--- src/design/ppt_pkg.sv ---
// ----------------------------------------------------------------------------
// ppt_pkg: shared definitions for the prime / palindrome test core
// Widths, fixed operands and the divider status struct used by the core
// and its shared divider.
// ----------------------------------------------------------------------------
package ppt_pkg;

   // width of the signed input number
   localparam int VALUE_BITS = 32;
   // magnitude bits of a non-negative input
   localparam int MAG_BITS   = VALUE_BITS - 1;
   // digit reversal of a MAG_BITS number stays below ten times its maximum
   localparam int REV_BITS   = MAG_BITS + 4;
   // divider step counter holds MAG_BITS itself
   localparam int CNT_BITS   = $clog2(MAG_BITS + 1);

   // decimal radix for digit extraction
   localparam logic [MAG_BITS-1:0] DIV_TEN     = MAG_BITS'(10);
   // first trial divisor and smallest prime
   localparam logic [MAG_BITS-1:0] FIRST_TRIAL = MAG_BITS'(2);

   // divider status toward the sequencer
   typedef struct packed {
      logic busy;
      logic done;
   } div_status_type;

endpackage

--- src/design/ppt_divider.sv ---
// ----------------------------------------------------------------------------
// ppt_divider: restoring radix-2 divider
// Unsigned MAG_BITS / MAG_BITS division, one quotient bit per cycle.
// Quotient and remainder are valid in the cycle that status.done is high.
// ----------------------------------------------------------------------------
module ppt_divider (
   input  logic                         clock,
   input  logic                         reset,
   input  logic                         start,
   input  logic [ppt_pkg::MAG_BITS-1:0] dividend,
   input  logic [ppt_pkg::MAG_BITS-1:0] divisor,
   output ppt_pkg::div_status_type      status,
   output logic [ppt_pkg::MAG_BITS-1:0] quotient,
   output logic [ppt_pkg::MAG_BITS-1:0] remainder
);

   logic                         busy_ff, busy_in;
   logic                         done_ff, done_in;
   logic [ppt_pkg::CNT_BITS-1:0] cnt_ff, cnt_in;
   logic [ppt_pkg::MAG_BITS-1:0] quo_ff, quo_in;
   logic [ppt_pkg::MAG_BITS-1:0] rem_ff, rem_in;
   logic [ppt_pkg::MAG_BITS:0]   shifted;
   logic [ppt_pkg::MAG_BITS:0]   diff;

   // shift in the next dividend bit and try the subtraction
   assign shifted = {rem_ff, quo_ff[ppt_pkg::MAG_BITS-1]};
   assign diff    = shifted - {1'b0, divisor};

   always_comb begin
      busy_in = busy_ff;
      done_in = 1'b0;
      cnt_in  = cnt_ff;
      quo_in  = quo_ff;
      rem_in  = rem_ff;
      if (!busy_ff && start) begin
         // load operands
         busy_in = 1'b1;
         cnt_in  = ppt_pkg::CNT_BITS'(ppt_pkg::MAG_BITS);
         quo_in  = dividend;
         rem_in  = '0;
      end else if (busy_ff) begin
         // restore or keep the difference, shift the quotient bit in
         if (shifted >= {1'b0, divisor}) begin
            rem_in = diff[ppt_pkg::MAG_BITS-1:0];
            quo_in = {quo_ff[ppt_pkg::MAG_BITS-2:0], 1'b1};
         end else begin
            rem_in = shifted[ppt_pkg::MAG_BITS-1:0];
            quo_in = {quo_ff[ppt_pkg::MAG_BITS-2:0], 1'b0};
         end
         cnt_in = cnt_ff - 1'b1;
         if (cnt_ff == ppt_pkg::CNT_BITS'(1)) begin
            busy_in = 1'b0;
            done_in = 1'b1;
         end
      end
   end

   always_ff @(posedge clock) begin
      if (reset) begin
         busy_ff <= 1'b0;
         done_ff <= 1'b0;
         cnt_ff  <= '0;
      end else begin
         busy_ff <= busy_in;
         done_ff <= done_in;
         cnt_ff  <= cnt_in;
      end
   end

   always_ff @(posedge clock) begin
      quo_ff <= quo_in;
      rem_ff <= rem_in;
   end

   assign status.busy = busy_ff;
   assign status.done = done_ff;
   assign quotient    = quo_ff;
   assign remainder   = rem_ff;

endmodule

--- src/design/prime_palindrome_test_core.sv ---
// ----------------------------------------------------------------------------
// prime_palindrome_test_core: trial-division primality and palindrome test
// Classifies one signed number per word as prime, decimal palindrome, both.
// ----------------------------------------------------------------------------
// One word is in work at a time; req_ready is high only while the core is
// idle, and a finished result may still wait on the rsp_ side while the next
// word is taken. Every division runs through one shared radix-2 divider.
// A word costs one division per decimal digit for the reversal plus one per
// trial divisor from 2 until a factor is found or the divisor passes the
// square root; negative values skip both and go straight to the result.
// ----------------------------------------------------------------------------
module prime_palindrome_test_core (
   input  logic                                  clock,
   input  logic                                  reset,
   input  logic                                  req_valid,
   output logic                                  req_ready,
   input  logic signed [ppt_pkg::VALUE_BITS-1:0] req_value,
   output logic                                  rsp_valid,
   input  logic                                  rsp_ready,
   output logic                                  rsp_is_prime,
   output logic                                  rsp_is_palindrome,
   output logic                                  rsp_is_prime_palindrome
);

   typedef enum logic [5:0] {
      S_IDLE      = 6'b000001,
      S_REV_ISSUE = 6'b000010,
      S_REV_WAIT  = 6'b000100,
      S_PRM_ISSUE = 6'b001000,
      S_PRM_WAIT  = 6'b010000,
      S_DONE      = 6'b100000
   } state_type;

   state_type                    state_ff, state_in;
   logic [ppt_pkg::MAG_BITS-1:0] mag_ff, mag_in;
   logic [ppt_pkg::MAG_BITS-1:0] num_ff, num_in;
   logic [ppt_pkg::REV_BITS-1:0] rev_ff, rev_in;
   logic [ppt_pkg::MAG_BITS-1:0] trial_ff, trial_in;
   logic                         prime_ff, prime_in;
   logic                         pal_ff, pal_in;
   logic                         rsp_valid_ff, rsp_valid_in;
   logic                         rsp_prime_ff, rsp_prime_in;
   logic                         rsp_pal_ff, rsp_pal_in;
   logic                         rsp_both_ff, rsp_both_in;

   logic                         div_start;
   logic [ppt_pkg::MAG_BITS-1:0] div_dividend;
   logic [ppt_pkg::MAG_BITS-1:0] div_divisor;
   ppt_pkg::div_status_type      div_status;
   logic [ppt_pkg::MAG_BITS-1:0] div_quotient;
   logic [ppt_pkg::MAG_BITS-1:0] div_remainder;

   ppt_divider u_divider (
      .clock     (clock),
      .reset     (reset),
      .start     (div_start),
      .dividend  (div_dividend),
      .divisor   (div_divisor),
      .status    (div_status),
      .quotient  (div_quotient),
      .remainder (div_remainder)
   );

   // sequence reversal digits, then trial divisors
   always_comb begin
      state_in     = state_ff;
      mag_in       = mag_ff;
      num_in       = num_ff;
      rev_in       = rev_ff;
      trial_in     = trial_ff;
      prime_in     = prime_ff;
      pal_in       = pal_ff;
      rsp_valid_in = rsp_valid_ff;
      rsp_prime_in = rsp_prime_ff;
      rsp_pal_in   = rsp_pal_ff;
      rsp_both_in  = rsp_both_ff;
      div_start    = 1'b0;
      div_dividend = mag_ff;
      div_divisor  = trial_ff;

      // drop the result once taken
      if (rsp_valid_ff && rsp_ready) begin
         rsp_valid_in = 1'b0;
      end

      unique case (state_ff)
         S_IDLE: begin
            if (req_valid) begin
               mag_in   = req_value[ppt_pkg::MAG_BITS-1:0];
               num_in   = req_value[ppt_pkg::MAG_BITS-1:0];
               rev_in   = '0;
               prime_in = 1'b0;
               pal_in   = 1'b0;
               // negative words are neither prime nor palindrome
               if (req_value[ppt_pkg::VALUE_BITS-1]) begin
                  state_in = S_DONE;
               end else begin
                  state_in = S_REV_ISSUE;
               end
            end
         end
         S_REV_ISSUE: begin
            div_dividend = num_ff;
            div_divisor  = ppt_pkg::DIV_TEN;
            if (num_ff == '0) begin
               // all digits consumed: compare reversal with the value
               pal_in   = (rev_ff == ppt_pkg::REV_BITS'(mag_ff));
               trial_in = ppt_pkg::FIRST_TRIAL;
               state_in = S_PRM_ISSUE;
            end else begin
               div_start = 1'b1;
               state_in  = S_REV_WAIT;
            end
         end
         S_REV_WAIT: begin
            div_dividend = num_ff;
            div_divisor  = ppt_pkg::DIV_TEN;
            if (div_status.done) begin
               // append the low digit to the reversal
               rev_in   = (rev_ff << 3) + (rev_ff << 1)
                        + ppt_pkg::REV_BITS'(div_remainder);
               num_in   = div_quotient;
               state_in = S_REV_ISSUE;
            end
         end
         S_PRM_ISSUE: begin
            if (mag_ff < ppt_pkg::FIRST_TRIAL) begin
               prime_in = 1'b0;
               state_in = S_DONE;
            end else begin
               div_start = 1'b1;
               state_in  = S_PRM_WAIT;
            end
         end
         S_PRM_WAIT: begin
            if (div_status.done) begin
               // divisor past the square root: no factor found
               if (trial_ff > div_quotient) begin
                  prime_in = 1'b1;
                  state_in = S_DONE;
               end else if (div_remainder == '0) begin
                  prime_in = 1'b0;
                  state_in = S_DONE;
               end else begin
                  trial_in = trial_ff + 1'b1;
                  state_in = S_PRM_ISSUE;
               end
            end
         end
         S_DONE: begin
            // hand over once the output register is free
            if (!rsp_valid_ff || rsp_ready) begin
               rsp_valid_in = 1'b1;
               rsp_prime_in = prime_ff;
               rsp_pal_in   = pal_ff;
               rsp_both_in  = prime_ff && pal_ff;
               state_in     = S_IDLE;
            end
         end
         default: begin
            state_in = S_IDLE;
         end
      endcase
   end

   always_ff @(posedge clock) begin
      if (reset) begin
         state_ff     <= S_IDLE;
         rsp_valid_ff <= 1'b0;
      end else begin
         state_ff     <= state_in;
         rsp_valid_ff <= rsp_valid_in;
      end
   end

   always_ff @(posedge clock) begin
      mag_ff       <= mag_in;
      num_ff       <= num_in;
      rev_ff       <= rev_in;
      trial_ff     <= trial_in;
      prime_ff     <= prime_in;
      pal_ff       <= pal_in;
      rsp_prime_ff <= rsp_prime_in;
      rsp_pal_ff   <= rsp_pal_in;
      rsp_both_ff  <= rsp_both_in;
   end

   assign req_ready               = (state_ff == S_IDLE);
   assign rsp_valid               = rsp_valid_ff;
   assign rsp_is_prime            = rsp_prime_ff;
   assign rsp_is_palindrome       = rsp_pal_ff;
   assign rsp_is_prime_palindrome = rsp_both_ff;

   // divider is never restarted while a division is running
   a_div_start_idle: assert property (@(posedge clock) disable iff (reset)
      div_start |-> !div_status.busy)
      else $error("divider started while busy");

   // negative word goes straight to the result with both flags clear
   a_negative_fast: assert property (@(posedge clock) disable iff (reset)
      (req_valid && req_ready && req_value[ppt_pkg::VALUE_BITS-1])
      |=> (state_ff == S_DONE) && !prime_ff && !pal_ff)
      else $error("negative word not short-cut");

   // trial divisor never drops below two while dividing
   a_trial_floor: assert property (@(posedge clock) disable iff (reset)
      (state_ff == S_PRM_WAIT) |-> (trial_ff >= ppt_pkg::FIRST_TRIAL))
      else $error("trial divisor below two");

   // combined flag agrees with the two single flags
   a_both_flag: assert property (@(posedge clock) disable iff (reset)
      rsp_valid_ff |-> (rsp_both_ff == (rsp_prime_ff && rsp_pal_ff)))
      else $error("combined flag mismatch");

endmodule

--- config.mk ---
export PLATFORM = sky130hd
export DESIGN_NAME = prime_palindrome_test_core
export DESIGN_NICKNAME = d
export VERILOG_FILES = /design/src/design/ppt_pkg.sv /design/src/design/ppt_divider.sv /design/src/design/prime_palindrome_test_core.sv
export SDC_FILE = /design/constraint.sdc
export NUM_CORES = 1
export LEC_CHECK = 0
export ABC_CLOCK_PERIOD_IN_PS = 8900
export BUFFER_PORTS_ARGS = -buffer_cell sky130_fd_sc_hd__buf_2
export CAP_MARGIN = 0
export CORE_AREA = 3 3 139 195
export DETAILED_ROUTE_END_ITERATION = 8
export DIE_AREA = 0 0 142 198
export HOLD_SLACK_MARGIN = 0.03
export PLACE_DENSITY = 0.71
export SLEW_MARGIN = 20
export SYNTH_ARGS = -nofsm -noshare
export SYNTH_HDL_FRONTEND = slang
export SYNTH_SLANG_ARGS = --single-unit
--- constraint.sdc ---
create_clock -name clock -period 8.9 [get_ports clock]
set_input_delay 1.335 -clock clock [delete_from_list [all_inputs] [get_ports clock]]
set_output_delay 1.335 -clock clock [all_outputs]
set_load 0.05 [all_outputs]
; Yosys cells after proc, flatten, opt, wreduce, memory -nomap -nowiden
; Index checks and enable logic that the tools add are counted.
[classes]
n_addsub = 5
order_cmp = 3
n_eq_ne = 17
mux = 47
n_bitwise = 1
reduce_logical = 22
[ops]
columns = cell, n
row1 = $mux W31, 11
row2 = $pmux W31 S2, 2
row3 = $mux W35, 2
row4 = $pmux W35 S2, 1
row5 = $logic_not A31 Y1, 2
row6 = $mux W6, 8
row7 = $pmux W6 S6, 1
row8 = $add A35 B31 Y35, 1
row9 = $add A35 B35 Y35, 1
row10 = $eq A35 B31 Y1, 1
row11 = $ge A32 B31 Y1, 1
row12 = $add A31 B1 Y31 const B, 1
row13 = $gt A31 B31 Y1, 1
row14 = $lt A31 B2 Y1 const B, 1
row15 = $sub A31 B31 Y31, 1
row16 = $mux W1, 16
row17 = $ne A2 B2 Y1 const B, 6
row18 = $mux W5, 2
row19 = $reduce_and A5 Y1, 2
row20 = $reduce_bool A2 Y1, 4
row21 = $eq A6 B1 Y1 const B, 1
row22 = $eq A6 B2 Y1 const B, 1
row23 = $eq A6 B3 Y1 const B, 1
row24 = $eq A6 B4 Y1 const B, 1
row25 = 19 further kinds, 26
[word_totals]
register_bits = 209
inputBits = 36
out_inout_bits = 5
wordCells = 111

; Longest topological paths before layout
[logic_depth]
ltp_word = 7
ltp_mapped = 18
ltp_nobuf = 16

; Modules after synthesis
; From an unflattened synthesis, not the netlist that was laid out.
[hier_totals]
cells_unflattened = 1530
hier_area_um2 = 14566.5
[modules_own_cells]
columns = mod, instances, cells_per_inst, area_each_um2, seq_area_each_um2
row1 = prime_palindrome_test_core, 1, 1024, 9887.0, 4134.0
row2 = ppt_divider, 1, 506, 4679.5, 1691.6

; Least setup slack after synthesis
; No wires, ideal clock.
[synth_timing]
path_kind = register -> register
start = register state_ff[3]
end = register num_ff[0] (netlist name) (enable)
setup_ns = 0.581
arrival_ns = 5.625
slack_ns = 2.694
stages_incl_launch_ff = 5
synth_period_minus_slack_ns = 6.206
path_cell_list = dfxtp_1 nor2_1 nand4b_1 clkbuf_1 o21ai_0
[synth_via]
elab_chain_len = 3
elab_cells_between_ends = 6
[synth_rtl]
columns = item, line_no
row1 = start: declaration, prime_palindrome_test_core.sv:34  ; state_type state_ff, state_in;
row2 = start signal: assignment, prime_palindrome_test_core.sv:171  ; state_ff <= state_in;
row3 = $eq A6 B3 Y1 / $eq A6 B1 Y1 (equally long branches), prime_palindrome_test_core.sv:86  ; unique case (state_ff)
row4 = $ne A2 B1 Y1 (no source line) (tied with other cells), --
row5 = $reduce_and A3 Y1 (no source line) (*), --
row6 = end signal: assignment, prime_palindrome_test_core.sv:178  ; num_ff <= num_in;
row7 = end: declaration, prime_palindrome_test_core.sv:36  ; logic [ppt_pkg::MAG_BITS-1:0] num_ff, num_in;
; Mark *: on every way between the ends. The rest lies on a longest branch, timed or not.
; A chain may end at the register's enable or synchronous reset.

; Worst setup path in the final report
[layout_timing]
start = register state_ff[0]
end = register u_divider.rem_ff (netlist bit u_divider.remainder[28])
[layout_via]
elab_chain_len = 5
elab_cells_between_ends = 10
[layout_rtl]
columns = item, line_no
row1 = $eq A6 B3 Y1 / $eq A6 B2 Y1 (equally long branches), prime_palindrome_test_core.sv:86
row2 = $reduce_or A2 Y1 (no source line), --
row3 = $mux W31, prime_palindrome_test_core.sv:86
row4 = $sub A31 B31 Y31 / $ge A32 B31 Y1 (equally long branches), "ppt_divider.sv:27, ppt_divider.sv:43"
row5 = $mux W31, ppt_divider.sv:43  ; if (shifted >= {1'b0, divisor}) begin
row6 = end signal: assignment, ppt_divider.sv:72  ; rem_ff <= rem_in;
row7 = end: declaration, ppt_divider.sv:21  ; logic [ppt_pkg::MAG_BITS-1:0] rem_ff, rem_in;
; Several ways; a longest one is shown, not always the timed one.

==> qor.yml <==
outcome: "complete, no violations"
maxSlewHeadroom_pct: 31.3
cp-end-kind: "flip-flop"
num_rows: 69
synth.area.mux_share_pct: 2.59
synth-warning-count: 0
synth_edf_count: 164
n_antenna_cell: 0
crit_slowest_cell: "nor3b_2"
core_area_um2: 25500
final_hold_viol_count: 0
finalMaxSlewViolations: 0
grt_usage_pct: 27.7
power_density_nw_per_um2: 278
synth_compound_area_share_pct: 16.0
grt_max_degree: 95
power_switching_mw: 1.68
ys_ff_latch: 209
first_pass_iters: 6
drive_gt1_share_pct: 7.33
synthArstFlopShare_pct: 0
grt_first_pass_wirelength_um: 61200
numPortBuffers: 40
wl_um: 39000
p_int_mw: 2.58
p_sw_share_pct: 39.4
drc: 0
antenna_found_initial: 0
die_height_um: 198
r2r_slack_ns: 4.16
path_cells: "nor2_1 -> nand2_1 -> nor3b_2 -> nor2_4 -> nand2_1 -> ha_1 -> a21oi_1 -> o21ai_0 -> a2111oi_0 -> o21ai_0 -> nor2_4 -> buf_16 -> inv_2 -> and3_1 -> mux2i_1 -> nand2_1"
syn2layout_area_growth_pct: 9.74
clock_path_buffers: 3
clk_pin_slew_ns: 0.06
initial_core_util_pct: 54.7
dpl_cell_area_um2: 14500
syn_area_um2: 13900
ys_seq_area_share_pct: 41.8
fin_tns_setup_ns: 0
via_per_inst: 6.27
clockPowerShare_pct: 23.7
path_class: "flip-flop to flip-flop"
synth_cell_type_count: 72
rsz0062_at_grt: "no"
ir_drop_uv: 174
synth-xor-area-share_pct: 6.66
cpMostUsedCell: "nand2_1"
fin_crit_ns: 4.74
syn_nets: 1598
fp.dieW_um: 142
pwr-share-comb_pct: 40.7
syn_inst: 1430
p_seq_share_pct: 35.6
die_area_um2: 28100
cts_tree: "done"
vias: 11300
fin_crit_sh_pct: 53.2
postCtsSetupBuffers: 0
io_pins: 41
clock-sinks: 209
gp_congestion: 0.914
cts_resized: 0
synth_fa_ha_area_share_pct: 13.5
dp_hpwl_um: 29100
worst_setup_path_start_kind: "flip-flop"
final-setup-viol-count: 0
final_area_um2: 15300
clk_latency_ns: 0.52
p_leak_nw: 6.51
preCtsSetupSlack_ns: 3.92
cap_viol_max_count: 0
ys.flop_type: "edfxtp_1"
grt_pass1_vias: 11200
final_nets: 1625
cts_made_buffers: 23
htreeDepth: 1
cts_root_buf: "clkbuf_16"
cts_hold_buffers: 0
finClkSkew_ns: 0.0117
cp_max_fo: 30
worst_slack_ns: 4.16
post-route-util_pct: 60.0
cpPeakStageDelay_ns: 0.68
cp.required_ns: 9.30
yosys.area_share.simple_pct: 16.3
ant_nets: 0
synth_top_family_by_area: "simple AND/OR/NAND/NOR gates"
syn_area_per_cell_um2: 9.74
timing.fmax_mhz: 211
wl_per_cell_um: 21.7
arrival_ns: 5.14
worst_pin_slew_ns: 1.03
grt_overflow: 0
hold_class: "flip-flop to flip-flop"
drt_iter0_markers: 1061
## synth_stat cells (32+ instances only)
master / number / area [um^2]
nand2_1: 174 / 653
edfxtp_1: 164 / 4920
o21ai_0: 121 / 606
nor2_1: 109 / 409
ha_1: 102 / 1280
a21oi_1: 82 / 410
inv_1: 65 / 244
xor2_1: 60 / 526
xnor2_1: 46 / 403
dfxtp_1: 45 / 901
clkbuf_1: 42 / 158
mux2i_1: 36 / 360
a21o_1: 33 / 248
nor4_1: 32 / 200
## power by group through the flow
stage	clock network (mW)	registers, mW	logic, mW
2_1_floorplan	0	1.44	1.34
3_3_place_gp	0	1.53	1.66
3_5_place_dp	0	1.53	1.70
4_1_cts	1.02	1.51	1.72
5_1_grt	1.06	1.53	1.93
6_report	1.01	1.52	1.73
## cells by family after synthesis
| logic type | count (synthesis) |
|---|---|
| adders and majority gates | 132 |
| AOI/OAI and AO/OA | 355 |
| muxes | 36 |
| buffers and inverters | 115 |
| DFF | 209 |
| xor gates and xnor gates | 106 |
| and+or+nand+nor | 477 |
## per-stage QoR
| stage | total power [mW] | hold slack (ns) | instances |
|---|---|---|---|
| floorplan | 2.78 | 0.417 | 1430 |
| global placement | 3.19 | 0.452 | 1750 |
| detailed placement | 3.23 | 0.457 | 1750 |
| CTS | 4.25 | 0.473 | 1792 |
| global route | 4.53 | 0.495 | 1793 |
| finish | 4.26 | 0.469 | 1793 |
## critical path, delay by kind of cell (launching register included)
| family | cells | cell delay, ns |
|---|---|---|
| simple gates | 8 | 2.46 |
| compound gates | 4 | 0.94 |
| buf+inv | 2 | 0.37 |
| flops | 1 | 0.35 |
| fa+ha+maj | 1 | 0.30 |
| mux | 1 | 0.18 |
## sequential cells by signal (all words and copies together), names as in the netlist
name and cells:
rsp_is_prime 1, u_divider.remainder 31, mag_ff 31, pal_ff 1
u_divider.cnt_ff 5, rev_ff 35, num_ff 31, u_divider.done_ff 1
rsp_valid 1, rsp_is_palindrome 1, state_ff 6, rsp_is_prime_palindrome 1
u_divider.busy_ff 1, trial_ff 31, u_divider.quotient 31, prime_ff 1
## final cells by class
class	instances	area, um^2
Fill cell	2112	10200
Multi-Input combinational cell	1106	7720
Sequential cell	209	5830
Clock buffer	26	597
Tap cell	319	399
Timing Repair Buffer	51	303
Inverter	66	248
Clock inverter	16	196
## path summary, 6_finish.rpt
| check | end | start | cells after the start |
|---|---|---|---|
| max | u_divider.remainder[28] | state_ff[0] | 16 |
| min | rsp_is_prime | prime_ff | 0 |
| max reg2reg | u_divider.remainder[28] | state_ff[0] | 16 |
| min reg2reg | rsp_is_prime | prime_ff | 0 |
## layer usage
| metal | wire, um | part of all wire, % | track usage [%] | vias up |
|---|---|---|---|---|
| met5 | 0 | 0 | 0 | - |
| met4 | 2350 | 6.0 | 13.8 | 0 |
| met3 | 2030 | 5.2 | 3.00 | 100 |
| met2 | 19100 | 49 | 47.7 | 386 |
| met1 | 15500 | 40 | 34.5 | 5443 |
| li1 | - | - | - | 5321 |
## cells in the final DEF (no fill, tap or decap), types with 23 or more instances in the layout
master,instances
a21o_1,33
nor2_1,107
nand2_1,174
inv_1,65
ha_1,102
mux2i_1,36
nand4_1,29
buf_2,40
a21oi_1,82
xnor2_1,46
xor2_1,60
nor3_1,29
nand3_1,28
dfxtp_1,45
fa_1,30
clkbuf_16,23
o21ai_0,120
nor4_1,32
edfxtp_1,164
No activity file was read; power rests on OpenSTA's default activity.
